**config.mk**
```make
export PLATFORM = sky130hd
export DESIGN_NAME = hsb_classify
export DESIGN_NICKNAME = d
export VERILOG_FILES = /design/src/design/hsb_pkg.sv /design/src/design/hsb_classify.sv
export SDC_FILE = /design/constraint.sdc
export NUM_CORES = 2
export LEC_CHECK = 0
export BUFFER_PORTS_ARGS = -buffer_cell sky130_fd_sc_hd__buf_4
export CORE_ASPECT_RATIO = 1.75
export CORE_MARGIN = 5
export CORE_UTILIZATION = 33
export CTS_CLUSTER_SIZE = 10
export DETAILED_ROUTE_END_ITERATION = 16
export PLACE_DENSITY_LB_ADDON = 0.15
export SETUP_SLACK_MARGIN = 0.2
export SYNTH_ARGS = -nofsm -noshare
export SYNTH_HDL_FRONTEND = slang
export SYNTH_SLANG_ARGS = --single-unit
```
**constraint.sdc**
```tcl
create_clock -name i_clk -period 30.6 [get_ports i_clk]
set_clock_uncertainty 0.05 [all_clocks]
set_input_delay 6.12 -clock i_clk [delete_from_list [all_inputs] [get_ports i_clk]]
set_output_delay 6.12 -clock i_clk [all_outputs]
set_load 0.01 [all_outputs]
```
**src/design/hsb_pkg.sv**
```systemverilog
// Shared types and constants of the heart segment binning block.
`timescale 1ns / 1ps
package hsb_pkg;

    localparam int NODE_DEPTH  = 32768;
    localparam int NODE_AW     = $clog2(NODE_DEPTH);
    localparam int COORD_WIDTH = 24;
    localparam int SEG_COUNT   = 17;
    localparam int SEG_AW      = 5;
    localparam int LABEL_W     = 5;
    localparam int ACC_W       = 48;
    localparam int ADD_W       = 36;   // (24 x 32 product) >> 20
    localparam int NODE_W      = LABEL_W + 3 * COORD_WIDTH;

    localparam logic [LABEL_W-1:0] LABEL_APEX = 5'd17;

    localparam logic signed [COORD_WIDTH-1:0] BASE_RESET = 24'sd291924;
    localparam logic signed [COORD_WIDTH-1:0] MID_RESET  = 24'sd185296;
    localparam logic signed [COORD_WIDTH-1:0] APEX_RESET = 24'sd78669;

    typedef enum logic [1:0] {
        CMD_NODE = 2'd0,
        CMD_ELEM = 2'd1,
        CMD_READ = 2'd2,
        CMD_NONE = 2'd3
    } t_cmd;

    typedef enum logic [1:0] {
        CFG_BASE = 2'd0,
        CFG_MID  = 2'd1,
        CFG_APEX = 2'd2,
        CFG_NONE = 2'd3
    } t_cfg_idx;

    typedef struct packed {
        logic signed [COORD_WIDTH-1:0] base;
        logic signed [COORD_WIDTH-1:0] mid;
        logic signed [COORD_WIDTH-1:0] apex;
    } t_planes;

    typedef enum logic [3:0] {
        ST_IDLE,
        ST_NCLS,
        ST_NWR,
        ST_ERD,
        ST_ECAP,
        ST_VOTE,
        ST_DSQ,
        ST_DCMP,
        ST_MUL,
        ST_AWR,
        ST_RRD,
        ST_RRES,
        ST_DONE
    } t_state;

endpackage

```
**src/design/hsb_classify.sv**
```systemverilog
// Node labeler: registered coordinate squares, then plane and sector tests.
`timescale 1ns / 1ps
module hsb_classify (
    input  logic                                   i_clk,
    input  logic signed [hsb_pkg::COORD_WIDTH-1:0] i_x,
    input  logic signed [hsb_pkg::COORD_WIDTH-1:0] i_y,
    input  logic signed [hsb_pkg::COORD_WIDTH-1:0] i_z,
    input  hsb_pkg::t_planes                       i_planes,
    output logic [hsb_pkg::LABEL_W-1:0]            o_label
);
    import hsb_pkg::*;

    localparam int SQ_W = 2 * COORD_WIDTH;

    logic [COORD_WIDTH-1:0] w_xmag, w_ymag;
    logic [SQ_W-1:0]        r_xsq, r_ysq;
    logic [SQ_W+1:0]        w_x3;
    logic                   w_lt;
    logic [2:0]             w_s6;
    logic [1:0]             w_s4;

    // x and y are held by the caller, so the registered squares line up with them
    assign w_xmag = i_x[COORD_WIDTH-1] ? COORD_WIDTH'(-i_x) : COORD_WIDTH'(i_x);
    assign w_ymag = i_y[COORD_WIDTH-1] ? COORD_WIDTH'(-i_y) : COORD_WIDTH'(i_y);

    always_ff @(posedge i_clk) begin
        r_xsq <= SQ_W'(w_xmag) * SQ_W'(w_xmag);
        r_ysq <= SQ_W'(w_ymag) * SQ_W'(w_ymag);
    end

    // |y| < |x| * tan(60): steep sectors otherwise
    assign w_x3 = {1'b0, r_xsq, 1'b0} + {2'b00, r_xsq};
    assign w_lt = {2'b00, r_ysq} < w_x3;

    always_comb begin
        // phi measured counterclockwise from the negative x axis
        if (i_y == '0) begin
            w_s6 = i_x[COORD_WIDTH-1] ? 3'd5 : 3'd3;
            w_s4 = i_x[COORD_WIDTH-1] ? 2'd3 : 2'd2;
        end else if (i_y[COORD_WIDTH-1]) begin
            w_s6 = w_lt ? (i_x[COORD_WIDTH-1] ? 3'd0 : 3'd2) : 3'd1;
            w_s4 = i_x[COORD_WIDTH-1] ? 2'd0 : 2'd1;
        end else begin
            w_s6 = w_lt ? ((!i_x[COORD_WIDTH-1] && i_x != '0) ? 3'd3 : 3'd5) : 3'd4;
            w_s4 = (!i_x[COORD_WIDTH-1] && i_x != '0) ? 2'd2 : 2'd3;
        end
    end

    always_comb begin
        priority if (i_z > i_planes.base) begin
            o_label = LABEL_W'(5'd1 + {2'b00, w_s6});
        end else if (i_z > i_planes.mid) begin
            o_label = LABEL_W'(5'd7 + {2'b00, w_s6});
        end else if (i_z > i_planes.apex) begin
            o_label = LABEL_W'(5'd13 + {3'b000, w_s4});
        end else begin
            o_label = LABEL_APEX;
        end
    end

endmodule

```
==> run metrics <==
GPL Wtd Cong 0.859; yosys synthesis warning count 0; number of flops mapped to enable cells by yosys 0; GRT overflow 0; Port Buffers 149; Slew @ Worst Pin 1.04 ns; via count 29.7k; Largest stage delay, worst path 0.81 ns; total CTS buffers 9; initial antenna violation count 1; most common cell after layout, fill and taps aside inv_1; Post-CTS Resized 0; synthesis-stage register bit count 93; library cells used by synthesis 80; Fmax 61.9 MHz; final net count 6194; CP endpoint kind flip-flop; share of layout cells above drive strength 1 0.0558; clk root buf clkbuf_16; Fill cells 12.9k; Max Cap Viol 0; Vias/cell 4.70; Post-Route WL 121000 um; post-route ant nets 0; Arrival @ worst endpoint 16.35 ns; Hold Crit Class in2reg; top-area cell type share of the netlist area 0.425; Netlist Area Pre-Place 0.0400 sq mm; RSZ-0062 raised after global routing false; Tmin final 16.16 ns; asr flop ratio synth 0; Mean Syn Cell Area 8.83 sq um; Initial DRC Count 957; row cnt 169; Die Area 0.129 sq mm; largest net degree at the start of global routing 31; post-CTS setup buffers 0; Syn-to-layout area delta 9.26%; die height 471 um; Total GRT Usage 0.190; Routed wire per std cell 19.1 um; period utilization 0.528; TritonRoute pass-1 iters 5; register area share after synthesis 0.0465; Synth area leaders fa_1 (42%), ha_1 (16%), inv_1 (12%), dfxtp_1 (4.7%), nand2_1 (3.6%); I/O pins 150; Die Span X 273 um; Min-Delay Startpoint i_x[0]; H-Tree Depth 3; Post-route DRC 0; CTS max path bufs 2; Reg clk slew, reported paths 0.07 ns; Core Region 0.121 sq mm; Top FF cell, synth dfxtp_1; outcome completed; Endpoint, Worst Hold r_xsq[0]; Setup crit start kind primary input; Critical Path Fanout Max 16; hold depth 1; # setup viols final 0; WS Path Type in2reg; post-synth top area cell fa_1; CTS tree built; Critical-path top delay cell a211oi_1; Starting Density 0.331; Setup TNS 0 ns; Sink Count 93; Post-Syn Instances 4533; max-slew violation count 0; Crit path required time 30.80 ns; vias in the first global route 33.6k; Slew HR 0.309; most frequent cells in the layout inv_1 (1264), fa_1 (849), ha_1 (510); first-pass GRT wire length 189000 um; hold_buf cts 0; Fin. Hold Viols 0; hpwl dp 105000 um
## sequential cells by signal, indices dropped and copies added (netlist names)
| name | cells |
|---|---|
| r_xsq | 47 |
| r_ysq | 46 |
## synthesized netlist by cell type (5+ instances only)
cell type and count:
a311oi_1 5, nor2_1 332, and2_1 8, nor3_1 36
nor4_1 7, dfxtp_1 93, nand4_1 37, o211ai_1 15
nand3_1 38, inv_1 1264, a211oi_1 19, and4_1 6
and3_1 14, buf_2 11, xnor2_1 109, a31oi_1 11
nand2b_1 23, a21oi_1 156, o41ai_1 6, o21ai_1 5
or3_1 8, o21bai_1 23, clkinv_1 8, clkbuf_1 77
fa_1 849, a2111oi_0 6, o21a_1 36, a21boi_0 5
a21o_1 118, ha_1 510, nand3b_1 6, nand2_1 384
xor2_1 73, nor3b_1 5, mux2i_1 7, nor2b_1 17
o31ai_1 13, or2_2 12, a211o_1 8, o21ai_0 92
or4_1 8, buf_1 8
## layer usage
layer,share of wire,track usage,vias up
li1,-,-,14100
met1,0.35,0.196,15000
met2,0.59,0.394,437
met3,0.020,0.0108,178
met4,0.041,0.0668,0
met5,0,0,-
## cells by family after synthesis
group,synth area share
AOI/OAI and AO/OA,0.0930
xor gates and xnor gates,0.0407
adders and majority gates,0.584
buffers and inverters,0.129
DFF,0.0465
muxes,0.00203
other,0.000188
and+or+nand+nor,0.104
## critical path, delay by kind of cell
kind,cells,cell delay (ns)
buffers and inverters,9,1.80
xor gates and xnor gates,2,0.24
AOI/OAI and AO/OA,8,2.17
adders and majority gates,9,4.36
and+or+nand+nor,5,1.64
## cell type report
class | count | area [sq um] | share of cell area
Inverter | 1274 | 4780 | 0.109
Tap cell | 1624 | 2030 | 0.0465
Multi-Input combinational cell | 3103 | 33200 | 0.759
Sequential cell | 93 | 1860 | 0.0426
Clock inverter | 5 | 60.1 | 0.00137
Timing Repair Buffer | 209 | 1570 | 0.0359
Clock buffer | 11 | 233 | 0.00532
Antenna cell | 1 | 2.50 | 0.0000572
## how the worst max path moves through the flow
stage / from / end / slack, ns / depth (start not counted)
floorplan: i_x[0] / o_label[1] / 15.47 / 14
detailed placement: i_y[0] / r_ysq[46] / 13.95 / 33
global route: i_y[0] / r_ysq[46] / 13.84 / 33
finish: i_y[0] / r_ysq[46] / 14.44 / 33
CTS: i_y[0] / r_ysq[46] / 14.31 / 33
global placement: i_y[0] / r_ysq[46] / 14.02 / 33
## metrics by stage
stage	setup WS [ns]	utilization	cell area (sq um)	instances	hold slack, ns
floorplan	15.47	-	40100	4566	6.10
global placement	14.02	0.359	43400	6303	6.35
detailed placement	13.95	0.359	43400	6303	6.35
finish	14.44	0.361	43700	6320	5.96
CTS	14.31	0.361	43700	6319	5.94
global route	13.84	0.361	43700	6320	5.94
Power is not shown: default switching activity piles up to over one toggle a cycle in this logic, so the estimate is an artifact.
